**src/sv/sha1_pkg.sv**
```systemverilog
package sha1_pkg;

	typedef logic [31:0] word_t;
	typedef logic [6:0]  round_t;

	localparam round_t LAST_ROUND = 7'd79;
	localparam int unsigned DIGEST_WORDS = 5;

	localparam word_t K_ROUND_0 = 32'h5A827999;
	localparam word_t K_ROUND_1 = 32'h6ED9EBA1;
	localparam word_t K_ROUND_2 = 32'h8F1BBCDC;
	localparam word_t K_ROUND_3 = 32'hCA62C1D6;

	localparam word_t H_INIT [DIGEST_WORDS] = '{
		32'h67452301, 32'hEFCDAB89, 32'h98BADCFE, 32'h10325476, 32'hC3D2E1F0
	};

	localparam logic [7:0] PAD_MARK = 8'h80;

	// schedule window control
	typedef struct packed {
		logic       load;   // shift one byte in
		logic       step;   // advance one schedule word
		logic [7:0] data;
	} sched_ctl_t;

	// round unit control
	typedef struct packed {
		logic   load;       // take chaining words as a..e
		logic   step;       // run one round
		round_t round;
	} round_ctl_t;

	function automatic word_t round_k(round_t r);
		word_t k;
		if (r < 7'd20) begin
			k = K_ROUND_0;
		end else if (r < 7'd40) begin
			k = K_ROUND_1;
		end else if (r < 7'd60) begin
			k = K_ROUND_2;
		end else begin
			k = K_ROUND_3;
		end
		return k;
	endfunction

	function automatic word_t round_f(round_t r, word_t b, word_t c, word_t d);
		word_t f;
		if (r < 7'd20) begin
			f = (b & c) | (~b & d);
		end else if (r >= 7'd40 && r < 7'd60) begin
			f = (b & c) | (b & d) | (c & d);
		end else begin
			f = b ^ c ^ d;
		end
		return f;
	endfunction

endpackage

```
**src/sv/sha1_message_digest.sv**
```systemverilog
// Channel | dir | tdata               | tuser           | tlast
// s_      | in  | data_byte[7:0]      | byte_present    | end_of_message
// m_      | out | digest_word[31:0]   | word_index[2:0] | last_word
//
// Bytes are taken one per cycle while idle; a 64th byte starts compression
// through the one round unit, followed by the chaining add. Padding bytes
// are fed one per cycle outside compression (up to 72, plus a second
// compression), then five words go out. s_tready is low from block-full
// until the compression ends and during padding and digest output;
// m_tready stalls simply hold the current word.
// arst_n restores the initial chaining words and clears the bit count.
module sha1_message_digest (
	input  logic        clk,
	input  logic        arst_n,
	input  logic        s_tvalid,
	output logic        s_tready,
	input  logic [7:0]  s_tdata,   // data_byte
	input  logic [0:0]  s_tuser,   // byte_present
	input  logic        s_tlast,   // end_of_message
	output logic        m_tvalid,
	input  logic        m_tready,
	output logic [31:0] m_tdata,   // digest_word
	output logic [2:0]  m_tuser,   // word_index
	output logic        m_tlast    // last_word
);

	typedef enum logic [2:0] {
		ST_IDLE,
		ST_PAD,
		ST_ROUND,
		ST_FINAL,
		ST_OUT
	} state_t;

	typedef enum logic [1:0] {
		PH_MARK,
		PH_ZERO,
		PH_LEN
	} phase_t;

	state_t state_q;
	phase_t phase_q;
	logic   pad_q;
	logic [5:0]  pos_q;
	logic [63:0] bit_count_q;
	logic [63:0] total_q;
	sha1_pkg::round_t round_q;
	sha1_pkg::word_t  h_q [sha1_pkg::DIGEST_WORDS];
	logic [2:0] out_idx_q;
	logic       m_tvalid_q;

	logic s_accept, m_accept;
	logic pad_len, absorb, block_full;
	logic [7:0] pad_byte;
	sha1_pkg::sched_ctl_t sched_ctl;
	sha1_pkg::round_ctl_t round_ctl;
	sha1_pkg::word_t w_cur;
	sha1_pkg::word_t a_w, b_w, c_w, d_w, e_w;

	assign s_tready = (state_q == ST_IDLE);
	assign s_accept = s_tvalid && s_tready;
	assign m_accept = m_tvalid_q && m_tready;

	// length bytes start once the zero fill has reached offset 56
	assign pad_len  = (phase_q == PH_LEN) || (phase_q == PH_ZERO && pos_q == 6'd56);
	assign pad_byte = (phase_q == PH_MARK) ? sha1_pkg::PAD_MARK :
		(pad_len ? total_q[63:56] : 8'h00);

	assign absorb     = (s_accept && s_tuser[0]) || (state_q == ST_PAD);
	assign block_full = absorb && (pos_q == 6'd63);

	assign sched_ctl.load = absorb;
	assign sched_ctl.step = (state_q == ST_ROUND);
	assign sched_ctl.data = (state_q == ST_PAD) ? pad_byte : s_tdata;

	assign round_ctl.load  = block_full;
	assign round_ctl.step  = (state_q == ST_ROUND);
	assign round_ctl.round = round_q;

	sha1_sched u_sched (
		.clk   (clk),
		.ctl   (sched_ctl),
		.w_cur (w_cur)
	);

	sha1_round u_round (
		.clk   (clk),
		.ctl   (round_ctl),
		.h_in  (h_q),
		.w_cur (w_cur),
		.a_out (a_w),
		.b_out (b_w),
		.c_out (c_w),
		.d_out (d_w),
		.e_out (e_w)
	);

	always_ff @(posedge clk or negedge arst_n) begin
		if (!arst_n) begin
			state_q     <= ST_IDLE;
			phase_q     <= PH_MARK;
			pad_q       <= 1'b0;
			pos_q       <= '0;
			bit_count_q <= '0;
			total_q     <= '0;
			round_q     <= '0;
			h_q         <= sha1_pkg::H_INIT;
			out_idx_q   <= '0;
			m_tvalid_q  <= 1'b0;
		end else begin
			if (absorb) begin
				pos_q <= pos_q + 6'd1;
			end
			case (state_q)
				ST_IDLE: begin
					if (s_accept) begin
						if (s_tuser[0]) begin
							bit_count_q <= bit_count_q + 64'd8;
						end
						if (s_tlast) begin
							pad_q   <= 1'b1;
							phase_q <= PH_MARK;
							total_q <= bit_count_q + (s_tuser[0] ? 64'd8 : 64'd0);
						end
						if (block_full) begin
							state_q <= ST_ROUND;
							round_q <= '0;
						end else if (s_tlast) begin
							state_q <= ST_PAD;
						end
					end
				end
				ST_PAD: begin
					if (phase_q == PH_MARK) begin
						phase_q <= PH_ZERO;
					end else if (pad_len) begin
						phase_q <= PH_LEN;
						total_q <= {total_q[55:0], 8'h00};
					end
					if (block_full) begin
						state_q <= ST_ROUND;
						round_q <= '0;
					end
				end
				ST_ROUND: begin
					round_q <= round_q + 7'd1;
					if (round_q == sha1_pkg::LAST_ROUND) begin
						state_q <= ST_FINAL;
					end
				end
				ST_FINAL: begin
					h_q[0] <= h_q[0] + a_w;
					h_q[1] <= h_q[1] + b_w;
					h_q[2] <= h_q[2] + c_w;
					h_q[3] <= h_q[3] + d_w;
					h_q[4] <= h_q[4] + e_w;
					// the length bytes always close a block, so this was the last one
					if (pad_q && phase_q == PH_LEN) begin
						state_q    <= ST_OUT;
						out_idx_q  <= '0;
						m_tvalid_q <= 1'b1;
					end else if (pad_q) begin
						state_q <= ST_PAD;
					end else begin
						state_q <= ST_IDLE;
					end
				end
				ST_OUT: begin
					if (m_accept) begin
						out_idx_q <= out_idx_q + 3'd1;
						if (out_idx_q == 3'(sha1_pkg::DIGEST_WORDS - 1)) begin
							h_q         <= sha1_pkg::H_INIT;
							state_q     <= ST_IDLE;
							m_tvalid_q  <= 1'b0;
							pad_q       <= 1'b0;
							phase_q     <= PH_MARK;
							bit_count_q <= '0;
							pos_q       <= '0;
						end else begin
							for (int i = 0; i < sha1_pkg::DIGEST_WORDS - 1; i++) begin
								h_q[i] <= h_q[i+1];
							end
						end
					end
				end
				default: begin
					state_q <= ST_IDLE;
				end
			endcase
		end
	end

	assign m_tvalid = m_tvalid_q;
	assign m_tdata  = h_q[0];
	assign m_tuser  = out_idx_q;
	assign m_tlast  = (out_idx_q == 3'(sha1_pkg::DIGEST_WORDS - 1));

`ifndef NO_ASSERTIONS
	a_valid_only_out: assert property (@(posedge clk) disable iff (!arst_n)
		m_tvalid_q == (state_q == ST_OUT))
		else $error("output valid outside digest output");

	a_round_bound: assert property (@(posedge clk) disable iff (!arst_n)
		state_q == ST_ROUND |-> round_q <= sha1_pkg::LAST_ROUND)
		else $error("round counter past last round");

	a_pad_flag: assert property (@(posedge clk) disable iff (!arst_n)
		state_q == ST_PAD |-> pad_q)
		else $error("padding without end of message");

	a_ready_after_digest: assert property (@(posedge clk) disable iff (!arst_n)
		m_tvalid && m_tready && m_tlast |=> s_tready && !m_tvalid)
		else $error("not idle after last digest word");

	a_len_aligned: assert property (@(posedge clk) disable iff (!arst_n)
		state_q == ST_PAD && phase_q == PH_LEN |-> pos_q >= 6'd57)
		else $error("length bytes off the 56 byte boundary");
`endif

endmodule

```
**src/sv/sha1_sched.sv**
```systemverilog
// 16-word message window: bytes shift in during load, then one schedule
// word is consumed and one generated per round.
module sha1_sched (
	input  logic                 clk,
	input  sha1_pkg::sched_ctl_t ctl,
	output sha1_pkg::word_t      w_cur
);

	sha1_pkg::word_t win_q [16];
	sha1_pkg::word_t w_next;

	assign w_next = (win_q[13] ^ win_q[8] ^ win_q[2] ^ win_q[0]);
	assign w_cur  = win_q[0];

	always_ff @(posedge clk) begin
		if (ctl.load) begin
			for (int i = 0; i < 15; i++) begin
				win_q[i] <= {win_q[i][23:0], win_q[i+1][31:24]};
			end
			win_q[15] <= {win_q[15][23:0], ctl.data};
		end else if (ctl.step) begin
			for (int i = 0; i < 15; i++) begin
				win_q[i] <= win_q[i+1];
			end
			win_q[15] <= {w_next[30:0], w_next[31]};
		end
	end

endmodule

```
**src/sv/sha1_round.sv**
```systemverilog
// Working variables a..e and the single round adder.
module sha1_round (
	input  logic                 clk,
	input  sha1_pkg::round_ctl_t ctl,
	input  sha1_pkg::word_t      h_in [sha1_pkg::DIGEST_WORDS],
	input  sha1_pkg::word_t      w_cur,
	output sha1_pkg::word_t      a_out,
	output sha1_pkg::word_t      b_out,
	output sha1_pkg::word_t      c_out,
	output sha1_pkg::word_t      d_out,
	output sha1_pkg::word_t      e_out
);

	sha1_pkg::word_t a_q, b_q, c_q, d_q, e_q;
	sha1_pkg::word_t t_sum;

	assign t_sum = {a_q[26:0], a_q[31:27]}
		+ sha1_pkg::round_f(ctl.round, b_q, c_q, d_q)
		+ e_q + sha1_pkg::round_k(ctl.round) + w_cur;

	always_ff @(posedge clk) begin
		if (ctl.load) begin
			a_q <= h_in[0];
			b_q <= h_in[1];
			c_q <= h_in[2];
			d_q <= h_in[3];
			e_q <= h_in[4];
		end else if (ctl.step) begin
			a_q <= t_sum;
			b_q <= a_q;
			c_q <= {b_q[1:0], b_q[31:2]};  // rotate left 30
			d_q <= c_q;
			e_q <= d_q;
		end
	end

	assign a_out = a_q;
	assign b_out = b_q;
	assign c_out = c_q;
	assign d_out = d_q;
	assign e_out = e_q;

endmodule

```
**config.mk**
```make
export PLATFORM = sky130hd
export DESIGN_NAME = sha1_message_digest
export DESIGN_NICKNAME = d
export VERILOG_FILES = /design/src/sv/sha1_pkg.sv /design/src/sv/sha1_message_digest.sv /design/src/sv/sha1_sched.sv /design/src/sv/sha1_round.sv
export SDC_FILE = /design/constraint.sdc
export NUM_CORES = 2
export LEC_CHECK = 0
export CELL_PAD_IN_SITES_DETAIL_PLACEMENT = 1
export CELL_PAD_IN_SITES_GLOBAL_PLACEMENT = 2
export CORE_ASPECT_RATIO = 0.5
export CORE_UTILIZATION = 40
export CTS_CLUSTER_SIZE = 8
export DETAILED_ROUTE_END_ITERATION = 7
export DONT_BUFFER_PORTS = 1
export PLACE_DENSITY_LB_ADDON = 0.25
export SYNTH_ARGS = -nofsm -noshare
export SYNTH_HDL_FRONTEND = slang
export SYNTH_SLANG_ARGS = --single-unit
export TNS_END_PERCENT = 100
```
**constraint.sdc**
```tcl
create_clock -name clk -period 37.5 [get_ports clk]
set_clock_uncertainty 0.1 [all_clocks]
set_input_delay 3.75 -clock clk [delete_from_list [all_inputs] [get_ports clk]]
set_output_delay 3.75 -clock clk [all_outputs]
set_load 0.03 [all_outputs]
```
==> impl_summary.md <==
Clock network
The hold-fix buffer count after cts is 0. After clock tree synthesis, the setup repair step added 0 buffers. Counting the buffers created by CTS gives 140. The count of clock tree sinks is 978. The CTS H-tree depth is 4. The root buffer cell chosen for the clock tree is sky130_fd_sc_hd__clkbuf_16. Gates resized during post-CTS repair numbered 0. The later pin in the worst-skew pair is clocked with a latency of 0.78 ns.

Clock-pin slew was measured on the worst setup and hold paths at 0.06 ns. The clock passes through at most 3 buffers. TritonCTS built the clock tree.

Logic synthesis
Counting every net in the synthesized netlist gives 6,347. Counting every instance in the synthesized netlist gives 5,981. The cell area after technology mapping is 0.0572 mm². In the synthesized netlist the async set-or-reset flop fraction comes to 31.3%.

The share of the Yosys chip area taken by registers is 48.9%. The number of distinct library cells after synthesis is 94. The mean instance size in the synthesized netlist is 9.56 µm². Of the post-synthesis cell area, the dominant cell type holds 35.3%.

Summed over all instances, the cell type with the most area after synthesis is sky130_fd_sc_hd__edfxtp_1. The number of flops mapped to enable cells by yosys is 672. The synthesized flop and latch total is 978. Sorting the synthesized cells by area gives the leading types as sky130_fd_sc_hd__edfxtp_1, sky130_fd_sc_hd__nand2_1, sky130_fd_sc_hd__dfrtp_1. The number of warnings issued by yosys is 0.

The most used flip-flop cell after synthesis is sky130_fd_sc_hd__edfxtp_1.

Die
The die boundary height is 269 µm. The die covers 0.145 mm². The starting density of the core is 40.6%. Measured along the x axis, the die boundary spans 537 µm. The number of cell rows is 97. The core outline area is 0.141 mm².

52 I/O pins were placed.

Route
For this block, the initial DRC count from the detailed router was 3,444. In the routed layout, each cell is associated on average with a via count of 5.52. The detailed-route wire length per cell is 22.5 µm. Once detail routing completed, the nets flagged for antenna violations numbered 0.

The final layout contains routed wiring with a total length of 176,000 µm. The number of detailed-route iterations in the first pass is 5. The DRC violations left is 0. The routed layout has 43.2k vias.

Cells and area
The layout has 15.7k filler cells. The net total in the final layout is 6,234. The growth of design area from synthesis to finish is 9.96%.

In the final layout, flip-flops and latches occupy 0.0279 mm². The leading cell type in the layout, fill and taps excluded is sky130_fd_sc_hd__nand2_1. The final design utilization is 44.6%.

The finished cells cover 0.0629 mm². The ratio of cells with drive above 1 in the final layout is 7.84%. Leaving out fill and tap cells, the most frequent cells in the layout are sky130_fd_sc_hd__nand2_1, sky130_fd_sc_hd__edfxtp_1, sky130_fd_sc_hd__nor2_1.

The multi-input combinational cells in the finished layout cover a total of 0.0272 mm².

Hold path
The path type of the worst min-delay path is register to register. The instance count along the most critical hold path is 2.

Critical path
The worst-case reg-to-reg path depth is 25. The number of buffers and inverters on the critical path is 6. The biggest fanout along the worst timing path is 34. Counting buffers and inverters, the worst setup path is 25 cells deep. Data on the critical path arrives at its endpoint at 7.52 ns. The endpoint type of the worst setup path is a register. The nature of the critical path startpoint is a register. On the worst path, the slowest cell contributes a delay of 0.82 ns. The largest individual stage delay along the critical path comes from the cell sky130_fd_sc_hd__a2111oi_0.

For the worst setup path, the data required time is 37.89 ns. The most repeated library cell on the critical path is sky130_fd_sc_hd__inv_1. The kind of cell with the highest combined delay along the critical path is compound AO/OA/AOI/OAI gates. The critical path class is register to register.

STA
Counting I/O delays and the setup requirement, the final critical path takes 7.13 ns. Summed over all failing endpoints, the final setup total negative slack is 0 ns. Based on the critical path, the design can be clocked at up to 140 MHz. For the pin with the worst max-slew slack, the measured transition is 1.16 ns. The final critical path takes up 19.0% of the cycle.

The worst slew margin relative to its limit is 22.8%. The number of endpoints with negative hold slack in the final report is 0. Setup violations remaining at the end of the flow were counted as 0. The count of pins over their slew limit was 0.

Setup repair after global routing left no endpoint under its margin.

Place
Summed over all nets, the half-perimeter wirelength after detailed placement is 122,000 µm. Summing all placed instances gives a cell area of 0.0587 mm². The congestion estimate from routability-driven global placement came to 0.900. The number of I/O port buffers is 0.

GRT
The met1 usage is 36.8%. The number of global-route vias before repair is 44.5k. The sum of overflow across all layers after global routing is 0. met1 is the most crowded layer. Global routing consumed, on the met2 layer, 36.6% of the routing resources. Global routing consumed, on the met3 layer, 3.44% of the routing resources. The first global-routing pass estimated 273,000 µm of wire. Global routing used 24.5% of the available tracks.

The initial antenna violation count was 3. The pin count of the biggest net entering global routing is 307.

Status
The run finished with clean final reports.

Power and ir drop
The power per cell area is 86.7 mW/mm². The largest vdd supply drop is 49.8 µV. For this design the static power due to leakage is 26.2 nW.

Flow run
The count of maximum capacitance violations is 0.
==> cell families (layout without fill, tap and decap cells) <==
family,count (synthesis),after routing,synth area share (%)
and+or+nand+nor,2587,2587,18.7
AOI/OAI and AO/OA,1048,1048,11.3
DFF,978,978,48.9
buffers and inverters,529,493,3.76
xor gates and xnor gates,355,355,5.44
adders and majority gates,352,352,9.33
muxes,132,132,2.57
other,0,1,0
==> registers in the layout (all words and copies together), names as in the netlist, 7 cells and up <==
register	flops
total_q	62
h_q	128
u_round.e_out	32
u_round.c_out	32
round_q	7
bit_count_q	61
u_round.d_out	32
u_sched.win_q	512
u_round.b_out	32
m_tdata	32
u_round.a_out	32
==> area by class of cell <==
type	instances	share of cell area, %
Clock inverter	13	0.484
Inverter	223	1.33
Clock buffer	206	6.07
Sequential cell	978	44.4
Antenna cell	1	0.00398
Tap cell	1881	3.74
Multi-Input combinational cell	4474	43.3
Timing Repair Buffer	51	0.649
==> report_power, final <==
| part | internal [mW] | leakage (nW) | total [mW] | switching (mW) |
|---|---|---|---|---|
| combinational | 0.871 | 13.5 | 2.15 | 1.28 |
| clock | 0.712 | 1.96 | 1.23 | 0.518 |
| sequential | 1.71 | 10.7 | 2.07 | 0.355 |
==> through the flow <==
stage	hold slack, ns	total power, mW	setup slack [ns]	std cells
2_1_floorplan	0.348	3.64	20.46	5981
3_3_place_gp	0.361	4.13	29.89	7607
3_5_place_dp	0.371	4.22	29.83	7607
4_1_cts	0.383	5.49	30.36	7826
5_1_grt	0.412	5.83	30.02	7827
6_report	0.384	5.45	30.37	7827
==> synth_stat cells, types with 6 or more instances <==
cell                       instances
sky130_fd_sc_hd__nand2_1        1796
sky130_fd_sc_hd__edfxtp_1        672
sky130_fd_sc_hd__nor2_1          362
sky130_fd_sc_hd__o21ai_0         315
sky130_fd_sc_hd__a21oi_1         284
sky130_fd_sc_hd__clkbuf_1        233
sky130_fd_sc_hd__xnor2_1         232
sky130_fd_sc_hd__ha_1            228
sky130_fd_sc_hd__dfrtp_1         226
sky130_fd_sc_hd__inv_1           223
sky130_fd_sc_hd__fa_1            124
sky130_fd_sc_hd__xor2_1          123
sky130_fd_sc_hd__mux2_2          119
sky130_fd_sc_hd__a21o_1           93
sky130_fd_sc_hd__nand3_1          86
sky130_fd_sc_hd__dfstp_2          80
sky130_fd_sc_hd__or3_1            69
sky130_fd_sc_hd__a31oi_1          62
sky130_fd_sc_hd__nor3_1           49
sky130_fd_sc_hd__nand4_1          46
sky130_fd_sc_hd__nor2b_1          41
sky130_fd_sc_hd__o21ai_1          40
sky130_fd_sc_hd__and3_1           39
sky130_fd_sc_hd__buf_4            36
sky130_fd_sc_hd__o21a_1           32
sky130_fd_sc_hd__nand2b_1         27
sky130_fd_sc_hd__o22ai_1          23
sky130_fd_sc_hd__buf_2            21
sky130_fd_sc_hd__o32ai_1          20
sky130_fd_sc_hd__o211ai_1         19
sky130_fd_sc_hd__o31ai_1          17
sky130_fd_sc_hd__a211oi_1         16
sky130_fd_sc_hd__o21bai_1         15
sky130_fd_sc_hd__o221ai_1         15
sky130_fd_sc_hd__and2_1           14
sky130_fd_sc_hd__buf_1            14
sky130_fd_sc_hd__a221oi_1         13
sky130_fd_sc_hd__mux2i_1          13
sky130_fd_sc_hd__nor4_1           12
sky130_fd_sc_hd__and4_1            8
sky130_fd_sc_hd__a22oi_1           6
==> worst paths after layout <==
check                            startpoint                 to  slack, ns
worst min register to register  total_q[33]        total_q[33]       0.38
worst min-delay path            total_q[33]        total_q[33]       0.38
worst max register to register   round_q[4]  u_round.a_out[31]      30.37
max in group asynchronous            arst_n            h_q[61]      33.76
min in group asynchronous            arst_n        total_q[21]       2.58
worst max-delay path             round_q[4]  u_round.a_out[31]      30.37
==> per-layer routing <==
layer | up-vias | routed length (µm)
met2 | 868 | 76200
li1 | 20200 | -
met3 | 241 | 8340
met4 | 0 | 4310
met1 | 21900 | 87300
met5 | - | 0
==> worst min-delay path, stage by stage (launching register included) <==
cell                      delay (ns)
sky130_fd_sc_hd__dfrtp_1        0.34
sky130_fd_sc_hd__nand2_1        0.05
sky130_fd_sc_hd__o21ai_0        0.06
Power figures use the tool's default switching activity.
